--- src/hw/rtl/bdq_pkg.sv ---
`timescale 1ns / 1ps
`default_nettype none

package bdq_pkg;

    // Request and result field widths
    localparam int OP_W     = 3;
    localparam int WORD_W   = 32;
    localparam int POS_W    = 6;
    localparam int STATUS_W = 2;
    localparam int COUNT_W  = 7;

    typedef logic [OP_W-1:0]     t_op;
    typedef logic [STATUS_W-1:0] t_status;

    localparam t_op OP_PUSH_FRONT = 3'd0;
    localparam t_op OP_PUSH_BACK  = 3'd1;
    localparam t_op OP_POP_FRONT  = 3'd2;
    localparam t_op OP_POP_BACK   = 3'd3;
    localparam t_op OP_REMOVE_AT  = 3'd4;
    localparam t_op OP_MOVE_FRONT = 3'd5;

    localparam t_status ST_OK    = 2'd0;
    localparam t_status ST_EMPTY = 2'd1;
    localparam t_status ST_FULL  = 2'd2;
    localparam t_status ST_RANGE = 2'd3;

endpackage

`default_nettype wire

--- src/hw/rtl/bounded_double_ended_queue.sv ---
`timescale 1ns / 1ps
`default_nettype none

// Channel   Direction  Handshake                    Payload
// request   in         i_in_valid / o_in_ready      i_operation, i_push_value, i_position
// result    out        o_out_valid / i_out_ready    o_removed_value, o_status, o_items_held,
//                                                   o_front_value, o_back_value
//
// One request at a time through a small sequencer around a single-port ring store.
// Push writes the new entry, pop reads the removed one; flagged or unused codes write nothing.
// Remove at and move to front shift entries, a read and a write each (one access a cycle).
// Reset empties the queue at once; store contents are not cleared.
// A waiting result holds the sequencer in its last state; a new request is taken once the
// sequencer is idle, even while an earlier result is still pending.

module bounded_double_ended_queue #(
    parameter int CAPACITY   = 64,
    parameter int DATA_WIDTH = 32
) (
    input  wire logic                               i_clk,
    input  wire logic                               i_rst_n,

    input  wire logic                               i_in_valid,
    output logic                                    o_in_ready,
    input  wire logic [bdq_pkg::OP_W-1:0]           i_operation,
    input  wire logic signed [bdq_pkg::WORD_W-1:0]  i_push_value,
    input  wire logic [bdq_pkg::POS_W-1:0]          i_position,

    output logic                                    o_out_valid,
    input  wire logic                               i_out_ready,
    output logic signed [bdq_pkg::WORD_W-1:0]       o_removed_value,
    output logic [bdq_pkg::STATUS_W-1:0]            o_status,
    output logic [bdq_pkg::COUNT_W-1:0]             o_items_held,
    output logic signed [bdq_pkg::WORD_W-1:0]       o_front_value,
    output logic signed [bdq_pkg::WORD_W-1:0]       o_back_value
);

    localparam int IW  = $clog2(CAPACITY);
    localparam int CNW = $clog2(CAPACITY + 1);
    localparam int XW  = CNW + 2;
    localparam int PCW = (CNW > bdq_pkg::POS_W) ? CNW : bdq_pkg::POS_W;

    localparam logic [3:0] S_IDLE     = 4'd0;
    localparam logic [3:0] S_FETCH    = 4'd1;
    localparam logic [3:0] S_GRAB     = 4'd2;
    localparam logic [3:0] S_SHIFT_RD = 4'd3;
    localparam logic [3:0] S_SHIFT_WR = 4'd4;
    localparam logic [3:0] S_PLACE    = 4'd5;
    localparam logic [3:0] S_RD_FRONT = 4'd6;
    localparam logic [3:0] S_RD_BACK  = 4'd7;
    localparam logic [3:0] S_DONE     = 4'd8;

    function automatic logic [bdq_pkg::WORD_W-1:0] to_field(input logic [DATA_WIDTH-1:0] w);
        logic [63:0] ext;
        ext = 64'($signed(w));
        return ext[bdq_pkg::WORD_W-1:0];
    endfunction

    logic [DATA_WIDTH-1:0] r_mem [CAPACITY];
    logic [DATA_WIDTH-1:0] r_rd_data;

    logic [3:0]                 r_state, n_state;
    bdq_pkg::t_op               r_op, n_op;
    logic [IW-1:0]              r_idx, n_idx;
    logic [DATA_WIDTH-1:0]      r_hold, n_hold;
    logic [IW-1:0]              r_front, n_front;
    logic [CNW-1:0]             r_count, n_count;
    logic [DATA_WIDTH-1:0]      r_removed, n_removed;
    bdq_pkg::t_status           r_status, n_status;
    logic [DATA_WIDTH-1:0]      r_front_val, n_front_val;

    logic                               r_out_valid, n_out_valid;
    logic [bdq_pkg::WORD_W-1:0]         r_out_removed, n_out_removed;
    bdq_pkg::t_status                   r_out_status, n_out_status;
    logic [bdq_pkg::COUNT_W-1:0]        r_out_items, n_out_items;
    logic [bdq_pkg::WORD_W-1:0]         r_out_front, n_out_front;
    logic [bdq_pkg::WORD_W-1:0]         r_out_back, n_out_back;

    // shared ring address unit
    logic [IW-1:0]   slot_ofs;
    logic [IW:0]     slot_sum;
    logic [IW-1:0]   slot_addr;
    logic            rd_en;
    logic            wr_en;
    logic [DATA_WIDTH-1:0] wr_data;

    logic [PCW-1:0]  pos_ext;
    logic [63:0]     push_ext;
    logic [IW-1:0]   last_idx;
    logic            out_free;

    assign pos_ext  = PCW'(i_position);
    assign push_ext = 64'(i_push_value);
    assign last_idx = IW'(r_count - CNW'(1));
    assign out_free = !r_out_valid || i_out_ready;

    always_comb begin
        slot_ofs = r_idx;
        if (r_state == S_SHIFT_RD) begin
            slot_ofs = (r_op == bdq_pkg::OP_REMOVE_AT) ? r_idx + IW'(1) : r_idx - IW'(1);
        end else if (r_state == S_RD_FRONT) begin
            slot_ofs = '0;
        end else if (r_state == S_RD_BACK) begin
            slot_ofs = last_idx;
        end
        slot_sum = {1'b0, r_front} + {1'b0, slot_ofs};
        if (slot_sum >= (IW+1)'(CAPACITY)) begin
            slot_sum = slot_sum - (IW+1)'(CAPACITY);
        end
        slot_addr = slot_sum[IW-1:0];
    end

    assign rd_en   = (r_state == S_FETCH) || (r_state == S_SHIFT_RD) ||
                     (r_state == S_RD_FRONT) || (r_state == S_RD_BACK);
    assign wr_en   = (r_state == S_SHIFT_WR) || (r_state == S_PLACE);
    assign wr_data = (r_state == S_SHIFT_WR) ? r_rd_data : r_hold;

    always_ff @(posedge i_clk) begin
        if (wr_en) begin
            r_mem[slot_addr] <= wr_data;
        end
        if (rd_en) begin
            r_rd_data <= r_mem[slot_addr];
        end
    end

    always_comb begin
        n_state       = r_state;
        n_op          = r_op;
        n_idx         = r_idx;
        n_hold        = r_hold;
        n_front       = r_front;
        n_count       = r_count;
        n_removed     = r_removed;
        n_status      = r_status;
        n_front_val   = r_front_val;
        n_out_valid   = r_out_valid;
        n_out_removed = r_out_removed;
        n_out_status  = r_out_status;
        n_out_items   = r_out_items;
        n_out_front   = r_out_front;
        n_out_back    = r_out_back;

        if (r_out_valid && i_out_ready) begin
            n_out_valid = 1'b0;
        end

        unique case (r_state)
            S_IDLE: begin
                if (i_in_valid) begin
                    n_op      = i_operation;
                    n_removed = '0;
                    n_status  = bdq_pkg::ST_OK;
                    n_hold    = push_ext[DATA_WIDTH-1:0];
                    n_state   = S_RD_FRONT;
                    case (i_operation) inside
                        bdq_pkg::OP_PUSH_FRONT: begin
                            if (r_count == CNW'(CAPACITY)) begin
                                n_status = bdq_pkg::ST_FULL;
                            end else begin
                                n_front = (r_front == '0) ? IW'(CAPACITY - 1)
                                                          : r_front - IW'(1);
                                n_count = r_count + CNW'(1);
                                n_idx   = '0;
                                n_state = S_PLACE;
                            end
                        end
                        bdq_pkg::OP_PUSH_BACK: begin
                            if (r_count == CNW'(CAPACITY)) begin
                                n_status = bdq_pkg::ST_FULL;
                            end else begin
                                n_idx   = IW'(r_count);
                                n_count = r_count + CNW'(1);
                                n_state = S_PLACE;
                            end
                        end
                        bdq_pkg::OP_POP_FRONT, bdq_pkg::OP_POP_BACK: begin
                            if (r_count == '0) begin
                                n_status = bdq_pkg::ST_EMPTY;
                            end else begin
                                n_idx   = (i_operation == bdq_pkg::OP_POP_FRONT) ? '0 : last_idx;
                                n_state = S_FETCH;
                            end
                        end
                        bdq_pkg::OP_REMOVE_AT, bdq_pkg::OP_MOVE_FRONT: begin
                            if (pos_ext >= PCW'(r_count)) begin
                                n_status = bdq_pkg::ST_RANGE;
                            end else begin
                                n_idx   = pos_ext[IW-1:0];
                                n_state = S_FETCH;
                            end
                        end
                        default: begin
                            // unused codes leave the queue alone
                        end
                    endcase
                end
            end
            S_FETCH: begin
                n_state = S_GRAB;
            end
            S_GRAB: begin
                n_hold  = r_rd_data;
                n_state = S_RD_FRONT;
                case (r_op)
                    bdq_pkg::OP_POP_FRONT: begin
                        n_removed = r_rd_data;
                        n_front   = (r_front == IW'(CAPACITY - 1)) ? '0 : r_front + IW'(1);
                        n_count   = r_count - CNW'(1);
                    end
                    bdq_pkg::OP_POP_BACK: begin
                        n_removed = r_rd_data;
                        n_count   = r_count - CNW'(1);
                    end
                    bdq_pkg::OP_REMOVE_AT: begin
                        n_removed = r_rd_data;
                        if (XW'(r_idx) + XW'(1) < XW'(r_count)) begin
                            n_state = S_SHIFT_RD;
                        end else begin
                            n_count = r_count - CNW'(1);
                        end
                    end
                    default: begin
                        // move to front
                        n_state = (r_idx != '0) ? S_SHIFT_RD : S_PLACE;
                    end
                endcase
            end
            S_SHIFT_RD: begin
                n_state = S_SHIFT_WR;
            end
            S_SHIFT_WR: begin
                if (r_op == bdq_pkg::OP_REMOVE_AT) begin
                    n_idx = r_idx + IW'(1);
                    if (XW'(r_idx) + XW'(2) < XW'(r_count)) begin
                        n_state = S_SHIFT_RD;
                    end else begin
                        n_count = r_count - CNW'(1);
                        n_state = S_RD_FRONT;
                    end
                end else begin
                    n_idx   = r_idx - IW'(1);
                    n_state = (r_idx > IW'(1)) ? S_SHIFT_RD : S_PLACE;
                end
            end
            S_PLACE: begin
                n_state = S_RD_FRONT;
            end
            S_RD_FRONT: begin
                n_state = (r_count == '0) ? S_DONE : S_RD_BACK;
            end
            S_RD_BACK: begin
                n_front_val = r_rd_data;
                n_state     = S_DONE;
            end
            S_DONE: begin
                if (out_free) begin
                    n_out_valid   = 1'b1;
                    n_out_removed = to_field(r_removed);
                    n_out_status  = r_status;
                    n_out_items   = bdq_pkg::COUNT_W'(r_count);
                    if (r_count == '0) begin
                        n_out_front = '0;
                        n_out_back  = '0;
                    end else begin
                        n_out_front = to_field(r_front_val);
                        n_out_back  = to_field(r_rd_data);
                    end
                    n_state = S_IDLE;
                end
            end
            default: begin
                n_state = S_IDLE;
            end
        endcase
    end

    always_ff @(posedge i_clk) begin
        if (!i_rst_n) begin
            r_state     <= S_IDLE;
            r_front     <= '0;
            r_count     <= '0;
            r_out_valid <= 1'b0;
        end else begin
            r_state     <= n_state;
            r_front     <= n_front;
            r_count     <= n_count;
            r_out_valid <= n_out_valid;
        end
    end

    always_ff @(posedge i_clk) begin
        r_op          <= n_op;
        r_idx         <= n_idx;
        r_hold        <= n_hold;
        r_removed     <= n_removed;
        r_status      <= n_status;
        r_front_val   <= n_front_val;
        r_out_removed <= n_out_removed;
        r_out_status  <= n_out_status;
        r_out_items   <= n_out_items;
        r_out_front   <= n_out_front;
        r_out_back    <= n_out_back;
    end

    assign o_in_ready      = (r_state == S_IDLE);
    assign o_out_valid     = r_out_valid;
    assign o_removed_value = r_out_removed;
    assign o_status        = r_out_status;
    assign o_items_held    = r_out_items;
    assign o_front_value   = r_out_front;
    assign o_back_value    = r_out_back;

endmodule

`default_nettype wire
--- config.mk ---
export PLATFORM = sky130hd
export DESIGN_NAME = bounded_double_ended_queue
export DESIGN_NICKNAME = d
export VERILOG_FILES = /design/src/hw/rtl/bdq_pkg.sv /design/src/hw/rtl/bounded_double_ended_queue.sv
export SDC_FILE = /design/constraint.sdc
export NUM_CORES = 2
export LEC_CHECK = 0
export ABC_CLOCK_PERIOD_IN_PS = 14800
export BUFFER_PORTS_ARGS = -buffer_cell sky130_fd_sc_hd__buf_2
export CORE_MARGIN = 2
export CORE_UTILIZATION = 65
export DETAILED_ROUTE_END_ITERATION = 12
export HOLD_SLACK_MARGIN = 0.03
export MAX_ROUTING_LAYER = met4
export PLACE_DENSITY = 0.82
export SETUP_SLACK_MARGIN = 0.4
export SLEW_MARGIN = 20
export SYNTH_ARGS = -nofsm -noshare
export SYNTH_HDL_FRONTEND = slang
export SYNTH_SLANG_ARGS = --single-unit
--- constraint.sdc ---
create_clock -name i_clk -period 14.8 [get_ports i_clk]
set_input_delay 0.74 -clock i_clk [delete_from_list [all_inputs] [get_ports i_clk]]
set_output_delay 0.74 -clock i_clk [all_outputs]
set_load 0.05 [all_outputs]
Word level (Yosys, flattened, before mapping). Memories as Yosys holds them, arrays and structs flattened. A register that Yosys moved wholly into a read port is not among the register bits. Index checks and enable logic that the tools add are counted.

Memories: 1. Register bits: 230. Bits in writable memories: 2048.

Mux-type cells: 67. Equality and inequality tests: 34. Add/subtract/negate cells: 10. Reduce and logical (&&, ||, !) cells: 27. Magnitude comparators: 5.

Memories: r_mem (words 64, width 32, read ports 1, clocked after Yosys merged registers in 1, wr ports 1, RTL line bounded_double_ended_queue.sv:59) `logic [DATA_WIDTH-1:0] r_mem [CAPACITY];`.

Operator list (count): 2-to-1 mux 32 bit (4); case mux 32 bit (2 select lines) (2); 2-to-1 mux 6 bit (21); 2-to-1 mux 7 bit (7); case mux 4 bit (9 select lines) (1); 2-to-1 mux 3 bit (10); case mux 6 bit (2 select lines) (2); case mux 7 bit (3 select lines) (1); subtractor 6 x 1 -> 6 bit, second input constant (3); == test 4 x 3 -> 1 bit, second input constant (4); 2-to-1 mux 4 bit (4); less-than comparator 7 bit (2); 2-to-1 mux 2 bit (7); case mux 7 bit (2 select lines) (1); AND reduction 7 bit (2); adder 6 x 1 -> 6 bit, second input constant (2); == test 3 x 2 -> 1 bit, second input constant (4); != test 3 bit, second input constant (4); != test 2 bit, second input constant (5); == test 3 bit, second input constant (3); == test 4 x 2 -> 1 bit, second input constant (2); AND reduction 2 bit (4); adder 6 x 1 -> 7 bit, second input constant (1); adder 6 x 2 -> 7 bit, second input constant (1); 32 further kinds (46).

Longest topological paths before layout.
Depth after elaboration: 8. Depth in mapped cells: 22. Depth with buffers taken out: 16.

Least setup slack after synthesis. Ideal clock, no wire load.

Path type: flip-flop to flip-flop. Start point: register r_state[0]. End point: register r_out_back, in the netlist o_back_value[0], enable pin. Stages on the path, launching flop included: 5. Library setup time: 0.583 ns. Period minus slack after synthesis: 6.350 ns. Slack: 8.450 ns. Arrival: 5.767 ns. Buffers on the path: 2. Cells stage by stage: dfxtp_1 -> clkbuf_1 -> clkbuf_1 -> nor4b_1 -> nor2b_1.

Longest elaborated chain between the ends: 2.

RTL lines: start: declaration (RTL line bounded_double_ended_queue.sv:62) `logic [3:0] r_state, n_state;`; start signal: assignment (RTL line bounded_double_ended_queue.sv:285) `r_state <= n_state;`; == test 4 bit (RTL line bounded_double_ended_queue.sv:148) `unique case (r_state)`; AND reduction 2 bit (no source line); end signal: assignment (RTL line bounded_double_ended_queue.sv:303) `r_out_back <= n_out_back;`; end: declaration (RTL line bounded_double_ended_queue.sv:77) `logic [bdq_pkg::WORD_W-1:0] r_out_back, n_out_back;`.

Every way passes these cells. A chain may end at the register's enable or synchronous reset.

Worst setup path after layout.
Start point: register r_state[1]. End point: register r_rd_data[15], read port of r_mem, data pin.

Longest elaborated chain between the ends: 7.

RTL lines: == test 4 x 3 -> 1 bit (RTL line bounded_double_ended_queue.sv:103, bounded_double_ended_queue.sv:114); 2-to-1 mux 6 bit (RTL line bounded_double_ended_queue.sv:103) `end else if (r_state == S_RD_BACK) begin`; 2-to-1 mux 6 bit (RTL line bounded_double_ended_queue.sv:101) `end else if (r_state == S_RD_FRONT) begin`; 2-to-1 mux 6 bit (RTL line bounded_double_ended_queue.sv:99) `if (r_state == S_SHIFT_RD) begin`; adder 6 x 6 -> 7 bit (RTL line bounded_double_ended_queue.sv:106) `slot_sum = {1'b0, r_front} + {1'b0, slot_ofs};`; subtractor 6 x 1 -> 6 bit / >= comparator 7 bit (equally long branches) (RTL line bounded_double_ended_queue.sv:108, bounded_double_ended_queue.sv:107); 2-to-1 mux 6 bit (RTL line bounded_double_ended_queue.sv:107) `if (slot_sum >= (IW+1)'(CAPACITY)) begin`; end: declaration (RTL line bounded_double_ended_queue.sv:60) `logic [DATA_WIDTH-1:0] r_rd_data;`.

Parallel ways exist; a longest one is shown, timed or not.

==> reports/metrics.yaml <==
status: "completed"
drtIter0Drc: 11460
layout_min_cycle_time_ns: 7.900
critPathLaunchType: "register"
end_kind: "register"
root_buffer: "clkbuf_16"
required_ns: 15.53
synth-seq-cells: 2310
yosys_warnings: 0
io_pins: 152
cts.clk_slew.worst_paths_ns: 0.06
vias: 58490
async_flop_share_pct: 0
final.setup.tns_ns: 0
final_common_cell: "edfxtp_1"
dr.pass1.iters: 8
grt_pass1_vias: 56550
worst_ep_arrival_time_ns: 8.63
hold_path.class: "input port to register"
die_area_sq_um: 144400
syn_area_sq_um: 91890
grt_pass1_wl_um: 390000
hold_slack_ns: 0.1449
ctsLongestPathBuffers: 3
seq_area_frac_synth_pct: 75.29
seqCellArea_sq_um: 69190
final_area_sq_um: 102900
tritoncts: "yes"
drt-wirelength-per-cell_um: 34.46
cts-hold-fix-buffers: 0
critPathMaxFanout: 66
max_slew.worst_pin.slew_ns: 1.269
overflow: 0
dp_hpwl_um: 148200
detail-route-antenna-nets: 0
gp_congestion: 0.9414
portBuffers: 151
multiInputGateArea_sq_um: 21670
nNetsFinal: 5928
viasPerCell: 7.384
timing.fmax_ghz: 0.1266
mostFrequentLayoutCells: "2292 x edfxtp_1, 607 x nand2_1, 316 x a21oi_1"
cts_sinks: 2310
yosysUniqueCellTypes: 87
rsz0062_at_grt: "false"
post_cts_resized: 0
drc: 0
synth_area_per_cell_sq_um: 16.08
slew_viol_final: 0
dp_slack_ns: 7.295
insertion_delay_ns: 0.87
antenna_found_initial: 15
finalHoldViolCount: 0
setup_ws_ns: 6.900
criticalPathCategory: "register to register"
ctsHtreeMaxLevel: 4
syn-num-nets: 5798
nFillCells: 7649
dpl-instance-area_sq_um: 95730
synth-edff-count: 2292
design.core.area_sq_um: 139900
maxSlewHeadroom_pct: 14.97
finalCritPeriodShare_pct: 53.38
synth-main-ff-cell: "edfxtp_1"
drive_gt1_share_pct: 16.43
wirelength_um: 272900
die_w_um: 380.0
grt_max_degree: 124
finClkSkew_ns: 0.06402
setup-violations-final: 0
start_util_pct: 65.70
area_delta_synth_final_pct: 12.00
dieHeight_um: 380.0
synthCells: 5716
max_cap_violations: 0
std_cell_rows: 137
cts_setup_buffers: 0
cts_buffers: 214
track_usage_pct: 38.66
==> cells in the mapped netlist, drive strengths merged, types with 10 or more instances <==
library cell     n  area [sq um]
a2111oi         34         297.8
a211oi          42         325.3
a21o            40         300.3
a21oi          317          1587
a221o           11         110.1
a221oi          81         709.4
a22oi           14         105.1
a311o           54         540.5
a311oi          58         508.0
a31o            19         166.4
a31oi          137         857.1
and2            36         225.2
and3           105         656.9
buf            186         844.6
clkbuf         230         863.3
dfxtp           18         360.4
edfxtp        2292         68830
ha              36         450.4
inv             27         101.3
mux2            60         679.4
mux2i          201          2012
mux4           160          3603
nand2          608          2282
nand2b          10         62.56
nand3          200          1001
nor2           163         621.9
nor2b           68         425.4
nor3            31         165.2
o211ai          64         499.2
o21ai          211          1056
o221ai          23         201.4
o22ai           49         306.5
xnor2           21         191.4
xor2            14         130.1
==> cell type report <==
cell class	instances	area share [%]
multi-input cells	2963	21.05
repair buffers	330	2.426
inverters	27	0.1106
diodes	15	0.03647
well taps	1876	2.281
flip-flops and latches	2310	67.22
clock buffers	253	5.449
clock inverters	147	1.424
==> worst max-delay path, cell delays in order, from the launching register on <==
cell,delay [ns]
dfxtp_1,0.65
nand2_1,0.27
or2_2,0.42
nor3b_1,0.20
a21oi_1,0.06
o21ai_0,0.31
inv_1,0.10
fa_4,0.91
inv_8,0.56
buf_4,0.76
nand2_2,0.45
buf_4,0.43
nor2_1,0.56
a221o_1,0.28
o32ai_1,0.09
a211oi_1,1.06
mux4_2,0.45
==> per-stage QoR <==
step | instances | utilization [%]
after floorplan | 5716 | -
after global placement | 7486 | 68.15
after detailed placement | 7503 | 68.44
after CTS | 7903 | 73.50
after global routing | 7918 | 73.58
final | 7921 | 73.58
==> registers in the layout, summed over array words and instances, names as in the netlist <==
name	count
o_removed_value	32
r_front_val	32
o_out_valid	1
o_items_held	7
r_op	3
o_back_value	32
r_hold	32
r_state	4
r_mem	2048
r_status	2
r_removed	32
o_front_value	32
o_status	2
r_front	6
r_idx	6
r_count	7
r_rd_data	32
==> worst paths after layout <==
check,cells past startpoint,start,slack [ns],end
min,1,i_operation[0],0.14,r_op[0]
max reg2reg,16,r_state[1],6.90,r_rd_data[15]
max,16,r_state[1],6.90,r_rd_data[15]
min reg2reg,0,r_removed[1],0.42,o_removed_value[1]
==> cells by family (layout without fill, tap and decap cells) <==
| group | after synthesis | after routing | share of synthesized area (%) |
|---|---|---|---|
| flip-flops | 2310 | 2310 | 75.29 |
| other | 0 | 15 | 0 |
| XOR/XNOR | 35 | 35 | 0.3499 |
| AND/OR/NAND/NOR | 1255 | 1255 | 6.190 |
| AO/OA/AOI/OAI | 1215 | 1215 | 8.838 |
| buffers and inverters | 443 | 757 | 1.969 |
| multiplexers | 421 | 421 | 6.850 |
| adder cells (fa/ha/maj) | 37 | 37 | 0.5120 |
==> routing by layer <==
metal / up-vias / part of all wire (%) / routed length (um) / GRT usage [%]
met4: 0 / 7.1 / 19460 / 22.61
met3: 1199 / 18 / 47930 / 13.89
met1: 28290 / 32 / 86030 / 48.49
met5: - / 0 / 0 / -
met2: 6077 / 44 / 119500 / 54.69
li1: 22920 / - / - / -
Power is left out: the tool's default activity adds up to more than one toggle a clock period on the data nets, which glitch-free logic cannot reach.
